<file path="config.mk">
export PLATFORM = sky130hd
export DESIGN_NAME = char_lcd_expander_sequencer_flat
export DESIGN_NICKNAME = d
export VERILOG_FILES = /design/src/design/clx_pkg.sv /design/src/design/clx_if.sv /design/src/design/clx_front.sv /design/src/design/clx_queue.sv /design/src/design/clx_back.sv /design/src/design/char_lcd_expander_sequencer.sv /design/src/flat_wrapper.sv
export SDC_FILE = /design/constraint.sdc
export NUM_CORES = 1
export LEC_CHECK = 0
export BUFFER_PORTS_ARGS = -buffer_cell sky130_fd_sc_hd__buf_2
export CORE_MARGIN = 3
export CORE_UTILIZATION = 55
export CTS_BUF_LIST = sky130_fd_sc_hd__clkbuf_2 sky130_fd_sc_hd__clkbuf_4 sky130_fd_sc_hd__clkbuf_8
export DETAILED_ROUTE_END_ITERATION = 12
export GPL_TIMING_DRIVEN = 0
export PLACE_DENSITY = 0.8
export SLEW_MARGIN = 20
export SYNTH_ARGS = -nofsm -noshare
export SYNTH_HDL_FRONTEND = slang
export SYNTH_HIERARCHICAL = 1
export SYNTH_SLANG_ARGS = --single-unit
export TNS_END_PERCENT = 5
</file>
<file path="constraint.sdc">
create_clock -name clk -period 2.8 [get_ports clk]
set_input_delay 0.56 -clock clk [delete_from_list [all_inputs] [get_ports clk]]
set_output_delay 0.56 -clock clk [all_outputs]
set_load 0.01 [all_outputs]
</file>
<file path="src/design/clx_pkg.sv">
package clx_pkg;

  localparam int REQ_W   = 3;
  localparam int VAL_W   = 8;
  localparam int COL_W   = 7;
  localparam int ROW_W   = 2;
  localparam int BYTE_W  = 8;
  localparam int ADDR_W  = 7;
  localparam int DROWS_W = 3;
  localparam int CFG_AW  = 4;
  localparam int CFG_DW  = 32;

  typedef enum logic [REQ_W-1:0] {
    REQ_DATA      = 3'd0,
    REQ_INSTR     = 3'd1,
    REQ_SETCUR    = 3'd2,
    REQ_HOME      = 3'd3,
    REQ_CLEAR     = 3'd4,
    REQ_BACKLIGHT = 3'd5
  } req_e;

  // register indexes (paddr[3:2])
  localparam logic [1:0] REG_EXP_ADDR = 2'd0;
  localparam logic [1:0] REG_ROWS     = 2'd1;
  localparam logic [1:0] REG_COLS     = 2'd2;

  localparam logic [BYTE_W-1:0] CMD_HOME  = 8'h02;
  localparam logic [BYTE_W-1:0] CMD_CLEAR = 8'h01;
  localparam logic [COL_W-1:0]  COL_MAX   = 7'd127;

  localparam logic [DROWS_W-1:0] ROWS_RST = 3'd2;
  localparam logic [COL_W-1:0]   COLS_RST = 7'd16;

  // expander pin positions
  localparam int PIN_RS = 0;
  localparam int PIN_E  = 2;
  localparam int PIN_BL = 3;

  // work item handed from front to back
  typedef struct packed {
    logic              bl;     // backlight update, single byte
    logic              bl_on;
    logic [BYTE_W-1:0] b0;
    logic              rs0;
    logic              two;    // second byte (instruction, RS low) follows
    logic [BYTE_W-1:0] b1;
  } job_t;

  // set-DDRAM-address: row*0x40 keeps only row[0] inside seven bits
  function automatic logic [BYTE_W-1:0] ddram_cmd(input logic [ROW_W-1:0] r,
                                                  input logic [COL_W-1:0] c);
    logic [COL_W-1:0] a;
    a = {r[0], 6'd0} + c;
    return {1'b1, a};
  endfunction

endpackage

</file>
<file path="src/design/clx_if.sv">
interface clx_req_if;
  logic                        valid;
  logic                        ready;
  logic [clx_pkg::REQ_W-1:0]   req_type;
  logic [clx_pkg::VAL_W-1:0]   value;
  logic [clx_pkg::COL_W-1:0]   col;
  logic [clx_pkg::ROW_W-1:0]   row;

  modport source (output valid, req_type, value, col, row, input ready);
  modport sink   (input valid, req_type, value, col, row, output ready);
endinterface

interface clx_byte_if;
  logic                        valid;
  logic                        ready;
  logic [clx_pkg::BYTE_W-1:0]  expander_byte;
  logic [clx_pkg::ADDR_W-1:0]  bus_address;
  logic                        last;

  modport source (output valid, expander_byte, bus_address, last, input ready);
  modport sink   (input valid, expander_byte, bus_address, last, output ready);
endinterface

</file>
<file path="src/design/clx_front.sv">
module clx_front (
  input  logic                          clk,
  input  logic                          rst_n,
  clx_req_if.sink                       in_req,
  input  logic [clx_pkg::DROWS_W-1:0]   display_rows,
  input  logic [clx_pkg::COL_W-1:0]     display_cols,
  input  logic                          q_full,
  output logic                          q_push,
  output clx_pkg::job_t                 q_job
);
  import clx_pkg::*;

  logic [COL_W-1:0]   col_r, col_nxt, col_inc;
  logic [ROW_W-1:0]   row_r, row_nxt, row_wrap;
  logic [DROWS_W-1:0] nr;
  logic               wrap, xfer;

  assign in_req.ready = !q_full;
  assign xfer = in_req.valid && in_req.ready;

  always_comb begin
    col_inc = (col_r != COL_MAX) ? col_r + 7'd1 : col_r;
    wrap    = (display_cols != '0) && (col_inc == display_cols);
    nr      = {1'b0, row_r} + 3'd1;
    if (nr == display_rows || nr[2]) begin
      row_wrap = '0;
    end else begin
      row_wrap = nr[ROW_W-1:0];
    end
  end

  always_comb begin
    q_job   = '0;
    q_push  = 1'b0;
    col_nxt = col_r;
    row_nxt = row_r;
    case (req_e'(in_req.req_type))
      REQ_DATA: begin
        q_push    = xfer;
        q_job.b0  = in_req.value;
        q_job.rs0 = 1'b1;
        if (wrap) begin
          q_job.two = 1'b1;
          q_job.b1  = ddram_cmd(row_wrap, '0);
          col_nxt   = '0;
          row_nxt   = row_wrap;
        end else begin
          col_nxt = col_inc;
        end
      end
      REQ_INSTR: begin
        q_push   = xfer;
        q_job.b0 = in_req.value;
      end
      REQ_SETCUR: begin
        q_push   = xfer;
        q_job.b0 = ddram_cmd(in_req.row, in_req.col);
        col_nxt  = in_req.col;
        row_nxt  = in_req.row;
      end
      REQ_HOME: begin
        q_push   = xfer;
        q_job.b0 = CMD_HOME;
        col_nxt  = '0;
        row_nxt  = '0;
      end
      REQ_CLEAR: begin
        q_push   = xfer;
        q_job.b0 = CMD_CLEAR;
      end
      REQ_BACKLIGHT: begin
        q_push      = xfer;
        q_job.bl    = 1'b1;
        q_job.bl_on = (in_req.value != '0);
      end
      default: begin
        // unused codes: taken and dropped
      end
    endcase
  end

  always_ff @(posedge clk) begin
    if (!rst_n) begin
      col_r <= '0;
      row_r <= '0;
    end else if (xfer) begin
      col_r <= col_nxt;
      row_r <= row_nxt;
    end
  end

endmodule

</file>
<file path="src/design/clx_queue.sv">
module clx_queue #(
  parameter int DEPTH = 2
) (
  input  logic           clk,
  input  logic           rst_n,
  input  logic           push,
  input  clx_pkg::job_t  push_job,
  input  logic           pop,
  output logic           full,
  output logic           not_empty,
  output clx_pkg::job_t  head
);
  import clx_pkg::*;

  localparam int PW = $clog2(DEPTH);
  localparam int CW = $clog2(DEPTH + 1);

  job_t          mem_r [DEPTH];
  logic [PW-1:0] wr_ptr_r, rd_ptr_r;
  logic [CW-1:0] cnt_r;
  logic          do_push, do_pop;

  assign full      = (cnt_r == CW'(DEPTH));
  assign not_empty = (cnt_r != '0);
  assign head      = mem_r[rd_ptr_r];
  assign do_push   = push && !full;
  assign do_pop    = pop && not_empty;

  function automatic logic [PW-1:0] inc(input logic [PW-1:0] p);
    return (p == PW'(DEPTH - 1)) ? '0 : p + PW'(1);
  endfunction

  always_ff @(posedge clk) begin
    if (do_push) begin
      mem_r[wr_ptr_r] <= push_job;
    end
  end

  always_ff @(posedge clk) begin
    if (!rst_n) begin
      wr_ptr_r <= '0;
      rd_ptr_r <= '0;
      cnt_r    <= '0;
    end else begin
      if (do_push) wr_ptr_r <= inc(wr_ptr_r);
      if (do_pop)  rd_ptr_r <= inc(rd_ptr_r);
      if (do_push && !do_pop) begin
        cnt_r <= cnt_r + CW'(1);
      end else if (do_pop && !do_push) begin
        cnt_r <= cnt_r - CW'(1);
      end
    end
  end

  a_cnt_bound: assert property (@(posedge clk) disable iff (!rst_n)
    cnt_r <= CW'(DEPTH))
    else $error("queue count beyond depth");

  a_ptrs_match: assert property (@(posedge clk) disable iff (!rst_n)
    (cnt_r == '0) |-> (wr_ptr_r == rd_ptr_r))
    else $error("empty queue with pointers apart");

endmodule

</file>
<file path="src/design/clx_back.sv">
module clx_back (
  input  logic                        clk,
  input  logic                        rst_n,
  input  logic                        q_valid,
  input  clx_pkg::job_t               q_head,
  output logic                        q_pop,
  input  logic [clx_pkg::ADDR_W-1:0]  expander_address,
  clx_byte_if.source                  out_byte
);
  import clx_pkg::*;

  logic [BYTE_W-1:0] pin_r, pin_nxt;
  logic [1:0]        phase_r, phase_nxt;
  logic              nib_r, nib_nxt;
  logic              bsel_r, bsel_nxt;
  logic              ov_r, ov_nxt;
  logic [BYTE_W-1:0] ob_r;
  logic [ADDR_W-1:0] oa_r;
  logic              ol_r;

  logic              advance, last;
  logic [BYTE_W-1:0] cur, emit;
  logic [3:0]        nib;
  logic              rs, end_byte;

  assign advance = q_valid && (!ov_r || out_byte.ready);
  assign q_pop   = advance && last;

  always_comb begin
    cur      = bsel_r ? q_head.b1 : q_head.b0;
    rs       = bsel_r ? 1'b0 : q_head.rs0;
    nib      = nib_r ? cur[3:0] : cur[7:4];
    end_byte = nib_r && (phase_r == 2'd2);
    if (q_head.bl) begin
      emit = pin_r;
      emit[PIN_BL] = q_head.bl_on;
      last = 1'b1;
    end else begin
      emit = {nib, pin_r[3:0]};
      emit[PIN_E]  = (phase_r == 2'd1);
      emit[PIN_RS] = rs;
      last = end_byte && (bsel_r || !q_head.two);
    end
  end

  always_comb begin
    pin_nxt   = pin_r;
    phase_nxt = phase_r;
    nib_nxt   = nib_r;
    bsel_nxt  = bsel_r;
    ov_nxt    = ov_r && !out_byte.ready;
    if (advance) begin
      pin_nxt = emit;
      ov_nxt  = 1'b1;
      if (last) begin
        phase_nxt = '0;
        nib_nxt   = 1'b0;
        bsel_nxt  = 1'b0;
      end else if (phase_r == 2'd2) begin
        phase_nxt = '0;
        nib_nxt   = !nib_r;
        if (nib_r) bsel_nxt = 1'b1;
      end else begin
        phase_nxt = phase_r + 2'd1;
      end
    end
  end

  always_ff @(posedge clk) begin
    if (!rst_n) begin
      pin_r   <= '0;
      phase_r <= '0;
      nib_r   <= 1'b0;
      bsel_r  <= 1'b0;
      ov_r    <= 1'b0;
    end else begin
      pin_r   <= pin_nxt;
      phase_r <= phase_nxt;
      nib_r   <= nib_nxt;
      bsel_r  <= bsel_nxt;
      ov_r    <= ov_nxt;
    end
  end

  always_ff @(posedge clk) begin
    if (advance) begin
      ob_r <= emit;
      oa_r <= expander_address;
      ol_r <= last;
    end
  end

  assign out_byte.valid         = ov_r;
  assign out_byte.expander_byte = ob_r;
  assign out_byte.bus_address   = oa_r;
  assign out_byte.last          = ol_r;

  a_last_e_low: assert property (@(posedge clk) disable iff (!rst_n)
    (ov_r && ol_r) |-> !ob_r[PIN_E])
    else $error("request ended with E high");

  a_idle_counters: assert property (@(posedge clk) disable iff (!rst_n)
    !q_valid |-> (phase_r == '0 && !nib_r && !bsel_r))
    else $error("sequencer mid-job with empty queue");

  a_phase_range: assert property (@(posedge clk) disable iff (!rst_n)
    phase_r != 2'd3)
    else $error("strobe phase out of range");

  a_pin_follows: assert property (@(posedge clk) disable iff (!rst_n)
    $past(advance) |-> (pin_r == ob_r))
    else $error("pin image differs from last byte sent");

endmodule

</file>
<file path="src/design/char_lcd_expander_sequencer.sv">
// Channel   Dir  Ports                      Transfer when
// in_req    in   req_type value col row     in_req.valid & in_req.ready
// out_byte  out  expander_byte bus_address  out_byte.valid & out_byte.ready
//                last
// cfg       in   APB psel/penable/pwrite    psel & penable & pwrite (pready=1)
//
// One expander byte per cycle while out_byte is ready: a request emits 6 bytes
// (LCD byte), 12 (data with cursor wrap) or 1 (backlight); the back end's
// single-byte output register sets the pace. Requests are taken back to back
// while the queue has room, so a new one is accepted while earlier ones emit.
// Reset (synchronous, rst_n low) clears cursor, pin image and queue, and
// returns the config to address 0, 2 rows, 16 columns.
// A stall on out_byte holds the output register; the queue then fills and
// in_req.ready drops.
module char_lcd_expander_sequencer #(
  parameter int QUEUE_DEPTH = 2
) (
  input  logic                          clk,
  input  logic                          rst_n,
  clx_req_if.sink                       in_req,
  clx_byte_if.source                    out_byte,
  input  logic                          cfg_psel,
  input  logic                          cfg_penable,
  input  logic                          cfg_pwrite,
  input  logic [clx_pkg::CFG_AW-1:0]    cfg_paddr,
  input  logic [clx_pkg::CFG_DW-1:0]    cfg_pwdata,
  output logic [clx_pkg::CFG_DW-1:0]    cfg_prdata,
  output logic                          cfg_pready
);
  import clx_pkg::*;

  // config registers
  logic [ADDR_W-1:0]  exp_addr_r;
  logic [DROWS_W-1:0] rows_r;
  logic [COL_W-1:0]   cols_r;
  logic               cfg_wr;

  // front -> queue -> back
  job_t push_job, head_job;
  logic push, pop, full, not_empty;

  assign cfg_pready = 1'b1;
  assign cfg_wr     = cfg_psel && cfg_penable && cfg_pwrite;

  always_ff @(posedge clk) begin
    if (!rst_n) begin
      exp_addr_r <= '0;
      rows_r     <= ROWS_RST;
      cols_r     <= COLS_RST;
    end else if (cfg_wr) begin
      case (cfg_paddr[3:2])
        REG_EXP_ADDR: exp_addr_r <= cfg_pwdata[ADDR_W-1:0];
        REG_ROWS:     rows_r     <= cfg_pwdata[DROWS_W-1:0];
        REG_COLS:     cols_r     <= cfg_pwdata[COL_W-1:0];
        default: begin
          // beyond the register list: ignored
        end
      endcase
    end
  end

  always_comb begin
    case (cfg_paddr[3:2])
      REG_EXP_ADDR: cfg_prdata = {{(CFG_DW-ADDR_W){1'b0}}, exp_addr_r};
      REG_ROWS:     cfg_prdata = {{(CFG_DW-DROWS_W){1'b0}}, rows_r};
      REG_COLS:     cfg_prdata = {{(CFG_DW-COL_W){1'b0}}, cols_r};
      default:      cfg_prdata = '0;
    endcase
  end

  // front: takes requests, tracks the cursor, builds jobs
  clx_front u_front (
    .clk          (clk),
    .rst_n        (rst_n),
    .in_req       (in_req),
    .display_rows (rows_r),
    .display_cols (cols_r),
    .q_full       (full),
    .q_push       (push),
    .q_job        (push_job)
  );

  // short job queue decoupling the two halves
  clx_queue #(
    .DEPTH (QUEUE_DEPTH)
  ) u_queue (
    .clk       (clk),
    .rst_n     (rst_n),
    .push      (push),
    .push_job  (push_job),
    .pop       (pop),
    .full      (full),
    .not_empty (not_empty),
    .head      (head_job)
  );

  // back: nibble/strobe sequencer and pin image, one byte per transfer
  clx_back u_back (
    .clk              (clk),
    .rst_n            (rst_n),
    .q_valid          (not_empty),
    .q_head           (head_job),
    .q_pop            (pop),
    .expander_address (exp_addr_r),
    .out_byte         (out_byte)
  );

endmodule
</file>
<file path="src/flat_wrapper.sv">
// flat-port wrapper written by rule: the top's interface ports become plain ports
module char_lcd_expander_sequencer_flat import clx_pkg::*;
#(
  parameter int QUEUE_DEPTH = 2
)
  (clk, rst_n, cfg_psel, cfg_penable, cfg_pwrite, cfg_paddr, cfg_pwdata, cfg_prdata, cfg_pready, in_req_valid, in_req_req_type, in_req_value, in_req_col, in_req_row, in_req_ready, out_byte_valid, out_byte_expander_byte, out_byte_bus_address, out_byte_last, out_byte_ready);
  clx_req_if in_req_i ();
  clx_byte_if out_byte_i ();
  input  logic clk;
  input  logic rst_n;
  input  logic cfg_psel;
  input  logic cfg_penable;
  input  logic cfg_pwrite;
  input  logic [clx_pkg::CFG_AW-1:0] cfg_paddr;
  input  logic [clx_pkg::CFG_DW-1:0] cfg_pwdata;
  output logic [clx_pkg::CFG_DW-1:0] cfg_prdata;
  output logic cfg_pready;
  input wire logic [$bits(in_req_i.valid)-1:0] in_req_valid;
  input wire logic [$bits(in_req_i.req_type)-1:0] in_req_req_type;
  input wire logic [$bits(in_req_i.value)-1:0] in_req_value;
  input wire logic [$bits(in_req_i.col)-1:0] in_req_col;
  input wire logic [$bits(in_req_i.row)-1:0] in_req_row;
  output wire logic [$bits(in_req_i.ready)-1:0] in_req_ready;
  output wire logic [$bits(out_byte_i.valid)-1:0] out_byte_valid;
  output wire logic [$bits(out_byte_i.expander_byte)-1:0] out_byte_expander_byte;
  output wire logic [$bits(out_byte_i.bus_address)-1:0] out_byte_bus_address;
  output wire logic [$bits(out_byte_i.last)-1:0] out_byte_last;
  input wire logic [$bits(out_byte_i.ready)-1:0] out_byte_ready;
  assign in_req_i.valid = in_req_valid;
  assign in_req_i.req_type = in_req_req_type;
  assign in_req_i.value = in_req_value;
  assign in_req_i.col = in_req_col;
  assign in_req_i.row = in_req_row;
  assign in_req_ready = in_req_i.ready;
  assign out_byte_valid = out_byte_i.valid;
  assign out_byte_expander_byte = out_byte_i.expander_byte;
  assign out_byte_bus_address = out_byte_i.bus_address;
  assign out_byte_last = out_byte_i.last;
  assign out_byte_i.ready = out_byte_ready;
  char_lcd_expander_sequencer #(.QUEUE_DEPTH(QUEUE_DEPTH)) u_core (.clk(clk), .rst_n(rst_n), .in_req(in_req_i), .out_byte(out_byte_i), .cfg_psel(cfg_psel), .cfg_penable(cfg_penable), .cfg_pwrite(cfg_pwrite), .cfg_paddr(cfg_paddr), .cfg_pwdata(cfg_pwdata), .cfg_prdata(cfg_prdata), .cfg_pready(cfg_pready));
endmodule
</file>
# After elaboration in Yosys (flattened, before gate mapping)
# Memory sizes are Yosys's and may differ from the RTL's. A register that Yosys moved wholly into a read port is not among the register bits.
# Cells that the tools add are included.
[totals]
register_bits = 59
ramBits = 40
output_inout_bits = 51
mem_count = 1
[op_classes]
addsub = 8
eq_ne = 14
muxes = 33
reduce_logical = 41
[memory_table]
columns = ["name", "words", "width", "rd", "rd_ports_with_merged_regs", "write_ports", "line", "source"]
rows = [
  ["u_core.u_queue.mem_r", 2, 20, 1, 1, 1, "clx_queue.sv:18", "job_t mem_r [DEPTH];"],
]
[ops]
columns = ["operator", "n"]
rows = [
  ["7-bit case mux with 3 select lines", 2],
  ["8-bit case mux with 4 select lines", 1],
  ["8-bit two-way mux", 2],
  ["1-bit two-way mux", 15],
  ["2-bit two-way mux", 7],
  ["7-bit two-way mux", 2],
  ["1-bit logical AND", 13],
  ["10-bit two-way mux", 1],
  ["2-bit AND reduction", 5],
  ["9-bit two-way mux", 1],
  ["2-bit nonzero test", 4],
  ["8-bit nonzero test", 1],
  ["7-bit by 1-bit adder with 7-bit output (second input constant)", 1],
  ["7-bit adder", 1],
  ["7-bit equality test", 1],
  ["1-bit logical NOT", 7],
  ["7-bit inequality test (second input constant)", 1],
  ["7-bit nonzero test", 1],
  ["2-bit equality test (second input constant)", 3],
  ["3-bit by 2-bit equality test with 1-bit output (second input constant)", 2],
  ["3-bit equality test (second input constant)", 2],
  ["2-bit case mux with 3 select lines", 1],
  ["3-bit AND reduction", 2],
  ["6-bit OR reduction", 1],
  ["14 further kinds", 19],
]

# Logic depth before layout (Yosys ltp)
# Gate-level depths: netlist (run 1).
[depth]
depth_word = 9
depth_mapped = 11
ltp_nobuf = 11

# By module
# The synthesis (run 1) kept the hierarchy.
[by_module_without_submodules]
columns = ["mod", "instances", "cells_per_inst", "area_each_um2"]
rows = [
  ["clx_queue", 1, 87, 1672.9],
  ["clx_back", 1, 99, 1168.6],
  ["clx_front", 1, 161, 1129.8],
  ["char_lcd_expander_sequencer", 1, 117, 1038.5],
]

# Least setup slack after synthesis (run 1)
# No wires, ideal clock.
[synth_path]
path_kind = "in2reg"
from = "in in_req_req_type[1]"
to = "mem u_core/u_queue/mem_r[0][0] (netlist bit) (enable)"
setup_time_ns = 0.395
t_arrival_ns = 1.896
required_ns = 2.405
setup_slack_ns = 0.509
path_stages = 4
cell_sequence = "clkbuf_1 a21oi_1 inv_1 nor3_2"
[synth_via]
elab_chain_cells = 6
[synth_rtl]
columns = ["element", "line", "source"]
rows = [
  ["start: declaration", "flat_wrapper.sv:19", "input wire logic [$bits(in_req_i.req_type)-1:0] in_req_req_type;"],
  ["3-bit equality test (tied with other cells)", "clx_front.sv:37", "case (req_e'(in_req.req_type))"],
  ["6-bit OR reduction (no line) *", "--", ""],
  ["1-bit two-way mux *", "clx_front.sv:37", ""],
  ["net u_core.push", "char_lcd_expander_sequencer.sv:40", "logic push, pop, full, not_empty;"],
  ["1-bit logical AND *", "clx_queue.sv:26", "assign do_push = push && !full;"],
  ["1-bit two-way mux *", "clx_queue.sv:34", "if (do_push) begin"],
  ["1-bit two-way mux (implied by the code) *", "clx_queue.sv:35", "mem_r[wr_ptr_r] <= push_job;"],
  ["end: declaration", "clx_queue.sv:18", ""],
]
# The timed path passes the listed nets; every way through them passes the cells marked *.

==> results of run 1 <==
through the flow:
step	cells	worst slack (ns)
final	675	0.390
after global placement	658	-0.193
after global routing	675	0.235
after floorplan	493	0.509
after CTS	675	0.370
after detailed placement	659	0.233
per-layer routing:
metal | up-vias | wire length [µm]
met2 | 90 | 5420
li1 | 1775 | -
met4 | 0 | 121
met3 | 13 | 434
met1 | 1724 | 4070
met5 | - | 0
synthesized netlist by cell type (3+ instances only):
cell type,count,share of area
nand2_1,67,0.050
edfxtp_1,55,0.33
dfxtp_1,43,0.17
buf_4,36,0.054
mux2i_1,33,0.066
nor2_1,25,0.019
mux2_2,22,0.049
o21ai_0,12,0.012
inv_1,11,0.0082
nand2b_1,10,0.012
a21oi_1,9,0.0090
nand3_1,8,0.0080
nor2b_1,7,0.0087
xnor2_1,7,0.012
a21boi_1,6,0.0090
and2_1,6,0.0075
clkbuf_1,6,0.0045
buf_2,5,0.0050
a21boi_0,4,0.0060
a22oi_1,4,0.0060
a31oi_1,4,0.0050
buf_6,4,0.0090
conb_1,4,0.0030
nor3_1,4,0.0040
o22ai_1,4,0.0050
xor2_1,4,0.0070
ha_1,3,0.0075
nor4_1,3,0.0037
o22a_1,3,0.0052
cell type report:
type	count	area, µm²	share of cell area
Sequential cell	98	2510	0.438
Tap cell	108	135	0.0235
Buffer	53	387	0.0674
Clock buffer	11	139	0.0242
Multi-Input combinational cell	329	2180	0.379
Clock inverter	5	40.0	0.00698
Timing Repair Buffer	58	300	0.0523
Inverter	13	48.8	0.00850
worst max-delay path, stage by stage (launching register included):
cell and delay (ns):
dfxtp_1 0.32, buf_2 0.25, mux2_2 0.44, a31o_1 0.22, and2_1 0.17, o21ai_1 0.14
ha_1 0.30, or3_1 0.35, a21boi_1 0.15
power groups by stage:
| stage | combinational [µW] | clock [µW] | sequential [µW] |
|---|---|---|---|
| after global placement | 1200 | 0 | 2030 |
| after detailed placement | 1260 | 0 | 2040 |
| after CTS | 1270 | 865 | 2010 |
| after global routing | 1390 | 918 | 2040 |
| after floorplan | 822 | 0 | 2080 |
| final | 1260 | 850 | 2010 |
path summary, 6_finish.rpt:
kind | start | to | slack [ns] | depth (start not counted)
setup / recovery | flop | u_core/u_queue/cnt_r[1] | 0.39 | 8
hold reg to reg | u_core/u_back/pin_r[3] | u_core/u_back/pin_r[3] | 0.46 | 2
setup reg to reg | flop | u_core/u_queue/cnt_r[1] | 0.39 | 8
hold / removal | u_core/u_back/pin_r[3] | u_core/u_back/pin_r[3] | 0.46 | 2
cells by family after synthesis:
family,Yosys count,synth area share
AOI/OAI and AO/OA,73,0.106
xor gates and xnor gates,11,0.0192
adders and majority gates,3,0.00749
buffers and inverters,66,0.0869
DFF,98,0.501
muxes,56,0.118
other,4,0.00300
and+or+nand+nor,153,0.157
flip-flops by register name, indices dropped and copies added, names as in the netlist, named ones only:
signal,flops
u_core/u_queue/rd_ptr_r,1
u_core/exp_addr_r,7
u_core/u_back/bsel_r,1
u_core/rows_r,3
u_core/u_front/row_r,2
u_core/cols_r,7
u_core/u_queue/wr_ptr_r,1
u_core/u_back/out_byte.last,1
u_core/u_back/pin_r,7
u_core/u_back/nib_r,1
u_core/u_back/phase_r,2
u_core/u_queue/mem_r,40
u_core/u_back/out_byte.bus_address,7
u_core/u_back/out_byte.valid,1
u_core/u_back/out_byte.expander_byte,7
u_core/u_front/col_r,7
u_core/u_queue/cnt_r,2
==> run summary, run 1 <==
Status = complete, no violations
Clk network pwr share = 0.207
Avg WL per Cell = 14.9 µm
Core footprint = 8810 µm²
I/O Buffers = 57
Routed Antenna Nets = 0
Final Setup Violations = 0
Vias = 3602
Post-Route Utilization = 0.652
Final Hold Viols = 0
Cell Area, Synth = 5010 µm²
Initial Util = 0.569
Synthesis Warnings = 6
Via density = 5.34
Met3 usage in global routing = 0.0351
Total Routed Length = 10000 µm
Pin count of the biggest net entering global routing = 21
Post-CTS setup buffer count = 0
Register bit total from synthesis = 98
TritonRoute pass-1 iters = 7
CTS Buf Count = 9
Switching Share = 0.325
Initial antenna violation count = 0
Required time worst endpoint = 3.09 ns
First-pass GRT wire length = 16000 µm
Max frequency = 0.415 GHz
Int Pwr = 2780 µW
Worst Max-Slew Pin Slew = 0.939 ns
All-Layer GR Usage = 0.199
Resized Gates After CTS = 0
Pleak = 0.00237 µW
H-tree levels = 3
Number of global-route vias before repair = 3406
Met1 usage = 0.240
Die H = 101 µm
Critical Setup Path Class = flop to flop
Hold crit path type = flop to flop
Ports = 114
CTS Sinks = 98
Design Power = 4120 µW
CTS Hold Bufs = 0
Max Cap Violations = 0
Cell Area, Placed = 5560 µm²
GR met2 Demand/Resource = 0.361
Max VDD drop = 0.353 mV
Core Rows = 34
Fin crit share = 0.861
Global route overflow = 0
Finished Cell Area = 5740 µm²
Nets = 628
1st-iter DRT viols = 165
Most frequent cells in the layout = nand2_1, buf_2, edfxtp_1, dfxtp_1, buf_4
Width of the die = 101 µm
Register area share after synthesis = 0.501
Root Buffer = clkbuf_8
Clock Latency Late Sink = 0.36 ns
Power per Cell Area = 717 nW/µm²
Area Overhead vs Synth = 14.6%
Critical path arrival = 2.70 ns
Psw = 1340 µW
DRC = 0
RSZ-0062 raised after global routing = false
Die ar. = 10300 µm²
Cells after Synth = 464
TritonCTS clock tree = yes
Type of origin of the critical path = flop
Worst Path Max Fanout = 10
Combinational power share = 0.306
Clock transition at path regs = 0.10 ns
Diode count = 0
Relative slew slack = 0.374
Final setup TNS = 0 ns
Fin. max-slew vios = 0
Layout fillers = 687
Post-synth ARST share = 0
Placer Congestion = 0.853
Share of post-route cells with drive strength above 1 = 0.289
Most common cell after layout, fill and taps aside = nand2_1
Clk_skew = 0.0102 ns
Hold Slack = 0.463 ns
Clock buffer depth = 2
Avg Cell Area, Syn = 10.8 µm²
Post-synth EDFFs = 55
Reg power frac = 0.487
Minimum clock period = 2.41 ns
Netlist cell types = 75
GRT busiest layer = met2
Crit. End Element = flop
HPWL after DPL = 7500 µm
Main synth FF type = edfxtp_1
(Power assumes the default switching activity.)
==> run 2: changes to the inputs <==
- CORE_UTILIZATION: 55 -> 56
- PLACE_DENSITY: 0.8 -> 0.81
- RECOVER_POWER: unset -> 100
==> run summary, run 2 (synthesis gave the netlist of run 1 again) <==
Relative slew slack = 0.377
Die ar. = 10100 µm²
Width of the die = 101 µm
Clock buffer depth = 2
Clk_skew = 0.0143 ns
Total Routed Length = 9780 µm
Most common cell after layout, fill and taps aside = nand2_1
Initial Util = 0.592
Via density = 5.28
Worst Path Max Fanout = 10
Metal3 WL = 458 µm
RSZ-0062 raised after global routing = false
Core footprint = 8460 µm²
All-Layer GR Usage = 0.195
Final Hold Viols = 0
Core Rows = 33
Ports = 114
Critical Setup Path Class = flop to flop
DR top layer = met4
Final Setup Violations = 0
Worst r2r src = u_core/u_front/col_r[0]
Hold Slack = 0.473 ns
Fin. max-slew vios = 0
Design Power = 4130 µW
Met2 WL post-DR = 5370 µm
Max VDD drop = 0.398 mV
Routed Antenna Nets = 0
Worst path buffer plus inverter count = 2
TritonCTS clock tree = yes
Post-CTS setup buffer count = 0
Hold path start = u_core/u_back/pin_r[0]
Largest register by flop count = u_core/u_queue/mem_r
Area Overhead vs Synth = 13.8%
Number of global-route vias before repair = 3504
Number of flip-flops under the largest register name = 40
Worst Max-Slew Pin Slew = 0.935 ns
Worst setup path startpoint = u_core/u_front/col_r[0]
CP cell instances = ha_1 > and2_0 > a31oi_4 > mux2i_1 > o31ai_2 > nand4_1 > buf_6 > nor2_1 > buf_4
DRC = 0
Most frequent cells in the layout = nand2_1, edfxtp_1, dfxtp_1, buf_2, buf_4
CTS Sinks = 98
Fin crit share = 0.887
Share of post-route cells with drive strength above 1 = 0.224
Critical path arrival = 2.70 ns
Layout fillers = 678
Hold crit path type = flop to flop
Cell family with most CP delay = simple AND/OR/NAND/NOR gates
CTS Hold Bufs = 0
Max frequency = 0.403 GHz
Required time worst endpoint = 3.02 ns
Pin count of the biggest net entering global routing = 21
Nets = 628
Die H = 101 µm
Slowest cell on crit path = dfxtp_1
I/O Buffers = 57
Clock transition at path regs = 0.10 ns
TritonRoute pass-1 iters = 4
Minimum clock period = 2.48 ns
Type of origin of the critical path = flop
Final setup TNS = 0 ns
Status = complete, no violations
Avg WL per Cell = 14.6 µm
1st-iter DRT viols = 169
Root Buffer = clkbuf_8
Power per Cell Area = 724 nW/µm²
H-tree levels = 3
Initial antenna violation count = 0
HPWL after DPL = 7520 µm
CTS Buf Count = 9
Wire length on met1 = 3860 µm
Clock Latency Late Sink = 0.35 ns
CP peak stage delay = 0.48 ns
Resized Gates After CTS = 0
Global route overflow = 0
First-pass GRT wire length = 15800 µm
Pleak = 0.00229 µW
Diode count = 0
Vias = 3549
Crit. End Element = flop
Max Cap Violations = 0
Placer Congestion = 0.856
==> run 2: path summary, 6_finish.rpt <==
kind                                endpoint  slack [ns]  cells after the start
setup / recovery  u_core/u_queue/mem_r[1][8]        0.32                      9
setup reg to reg  u_core/u_queue/mem_r[1][8]        0.32                      9
hold reg to reg       u_core/u_back/pin_r[0]        0.47                      2
hold / removal        u_core/u_back/pin_r[0]        0.47                      2
==> run 2: final cells by class <==
| class | count | area (µm²) | share of cell area |
|---|---|---|---|
| tap | 105 | 131 | 0.0230 |
| clock inverter | 7 | 87.6 | 0.0154 |
| clock buffer | 9 | 124 | 0.0217 |
| inverter | 13 | 48.8 | 0.00856 |
| multi-input combinational | 329 | 2150 | 0.377 |
| buffer | 53 | 380 | 0.0667 |
| timing repair buffer | 58 | 269 | 0.0472 |
| sequential | 98 | 2510 | 0.441 |
==> run 2: worst reg2reg max path, cell delays in order, from the launching register on <==
cell and delay (ns):
dfxtp_1 0.48, ha_1 0.30, and2_0 0.34, a31oi_4 0.16
mux2i_1 0.15, o31ai_2 0.19, nand4_1 0.19, buf_6 0.20
nor2_1 0.19, buf_4 0.15
==> run 2: power breakdown <==
| group | switching, µW | leakage (µW) | total (µW) | internal, µW |
|---|---|---|---|---|
| clock | 505 | 0.000106 | 935 | 430 |
| sequential | 123 | 0.000873 | 2010 | 1890 |
| combinational | 693 | 0.00131 | 1180 | 487 |
==> run 2: per-layer routing <==
metal / vias to the layer above / GRT usage
li1: 1781 / -
met1: 1662 / 0.220
met2: 98 / 0.373
met3: 8 / 0.0429
met4: 0 / 0.0394
met5: - / 0
==> run 2: through the flow <==
| stage | cells | setup WS [ns] | utilization | instance area, µm² |
|---|---|---|---|---|
| floorplan | 493 | 0.509 | - | 5120 |
| global placement | 655 | -0.133 | 0.654 | 5540 |
| detailed placement | 656 | 0.265 | 0.656 | 5560 |
| CTS | 672 | 0.375 | 0.681 | 5770 |
| global route | 672 | 0.114 | 0.673 | 5700 |
| finish | 672 | 0.317 | 0.673 | 5700 |
==> run 3: changes to the inputs <==
- BUFFER_PORTS_ARGS: -buffer_cell sky130_fd_sc_hd__buf_2 -> -buffer_cell sky130_fd_sc_hd__clkbuf_2
- SETUP_SLACK_MARGIN: unset -> 0.5
==> run summary, run 3 (synthesis gave the netlist of run 1 again) <==
Status = complete, no violations
Core Rows = 33
Routed Antenna Nets = 0
Critical Setup Path Class = flop to flop
1st-iter DRT viols = 155
TritonRoute pass-1 iters = 5
Hold crit path type = flop to flop
Final setup TNS = 0 ns
Required time worst endpoint = 2.80 ns
Clock transition at path regs = 0.10 ns
Max frequency = 0.417 GHz
Die H = 101 µm
Via density = 5.24
Largest register by flop count = u_core/u_queue/mem_r
Slowest cell on crit path = nor3_1
Fin. max-slew vios = 0
Combinational power share = 0.285
DRC = 0
CP peak stage delay = 0.44 ns
All-Layer GR Usage = 0.196
Pin count of the biggest net entering global routing = 21
Final Setup Violations = 0
Initial Util = 0.592
First-pass GRT wire length = 15900 µm
Clock Latency Late Sink = 0.35 ns
Die ar. = 10100 µm²
Worst Max-Slew Pin Slew = 0.960 ns
Vias = 3538
Clk network pwr share = 0.237
Crit. End Element = flop
Type of origin of the critical path = flop
RSZ-0062 raised after global routing = true
Psw = 1300 µW
Global route overflow = 0
CP cell instances = nand2b_1 > inv_1 > inv_1 > nand2_1 > a21oi_1 > inv_1 > nor3_1 > clkbuf_1
Fin crit share = 0.857
Core footprint = 8460 µm²
Relative slew slack = 0.360
Ports = 114
Number of global-route vias before repair = 3409
Width of the die = 101 µm
Avg WL per Cell = 14.7 µm
Share of post-route cells with drive strength above 1 = 0.228
Max Cap Violations = 0
I/O Buffers = 57
CTS Buf Count = 9
HPWL after DPL = 7470 µm
Worst Path Max Fanout = 7
CTS Sinks = 98
Diode count = 0
DP Worst Slack = 0.305 ns
Clock buffer depth = 2
TritonCTS clock tree = yes
Setup WS post-layout = 0.400 ns
Root Buffer = clkbuf_8
Clk_skew = 0.00918 ns
Placer Congestion = 0.848
CP most frequent cell = inv_1
Reg power frac = 0.478
Most common cell after layout, fill and taps aside = nand2_1
Switching Share = 0.310
Total Routed Length = 9900 µm
H-tree levels = 3
Nets = 631
Max VDD drop = 0.307 mV
Initial antenna violation count = 0
Pleak = 0.00231 µW
CTS Hold Bufs = 0
Int Pwr = 2900 µW
Number of flip-flops under the largest register name = 40
Final Hold Viols = 0
Power per Cell Area = 733 nW/µm²
Area Overhead vs Synth = 14.3%
Minimum clock period = 2.40 ns
Critical path arrival = 2.41 ns
Most frequent cells in the layout = nand2_1, edfxtp_1, dfxtp_1, buf_4, clkbuf_1
[run 3: cell types whose count changed in the layout (fill, tap and decap cells not counted), moves of 2 or more]
cell      change
clkbuf_1      +3
clkinv_2      +2
clkinv_4      -2
clkbuf_2     +31
buf_2        -34
buf_4         +4
[run 3: worst max-delay path, delay by kind of cell, from the launching register on]
kind                   cells  cell delay (ns)
and+or+nand+nor            3             0.72
buffers and inverters      4             0.66
DFF                        1             0.42
AOI/OAI and AO/OA          1             0.25
[run 3: stage by stage]
step / instances / area (µm²) / hold slack, ns / util / total power, µW
after global routing: 675 / 5730 / 0.456 / 0.677 / 4440
after global placement: 655 / 5540 / 0.441 / 0.654 / 3220
final: 675 / 5730 / 0.468 / 0.677 / 4200
after CTS: 672 / 5770 / 0.458 / 0.682 / 4280
after floorplan: 493 / 5120 / 0.429 / - / 2910
after detailed placement: 656 / 5550 / 0.449 / 0.656 / 3290
[run 3: layout make-up]
| cell class | count | area [µm²] |
|---|---|---|
| flip-flops and latches | 98 | 2510 |
| plain buffers | 53 | 385 |
| repair buffers | 61 | 275 |
| well taps | 105 | 131 |
| multi-input cells | 329 | 2150 |
| clock inverters | 6 | 87.6 |
| inverters | 13 | 51.3 |
| fillers | 681 | 2740 |
| clock buffers | 10 | 131 |
[run 3: per-layer routing]
metal / up-vias / global-route usage / wire length, µm
met3: 17 / 0.0325 / 507
met2: 106 / 0.353 / 5170
met1: 1636 / 0.235 / 4050
met5: - / 0 / 0
met4: 0 / 0.0705 / 173
li1: 1779 / - / -
[run 3: timing repair]
item	CTS	global route
resized for setup	1	11
pin swaps	0	1
buffers inserted	0	3
setup endpoints to repair	34	28
[run 3: worst paths after layout]
path                                     end               startpoint  slack, ns  cells after the start
setup / recovery  u_core/u_queue/mem_r[0][2]  u_core/u_queue/cnt_r[0]       0.40                      8
hold / removal        u_core/u_back/pin_r[3]   u_core/u_back/pin_r[3]       0.47                      2
setup reg to reg  u_core/u_queue/mem_r[0][2]  u_core/u_queue/cnt_r[0]       0.40                      8
hold reg to reg       u_core/u_back/pin_r[3]   u_core/u_back/pin_r[3]       0.47                      2
[run 3: power groups by stage]
stage	logic [µW]	clock network, µW	registers, µW
finish	1200	995	2010
global placement	1190	0	2030
detailed placement	1240	0	2050
global route	1320	1080	2040
floorplan	822	0	2080
CTS	1250	1020	2010
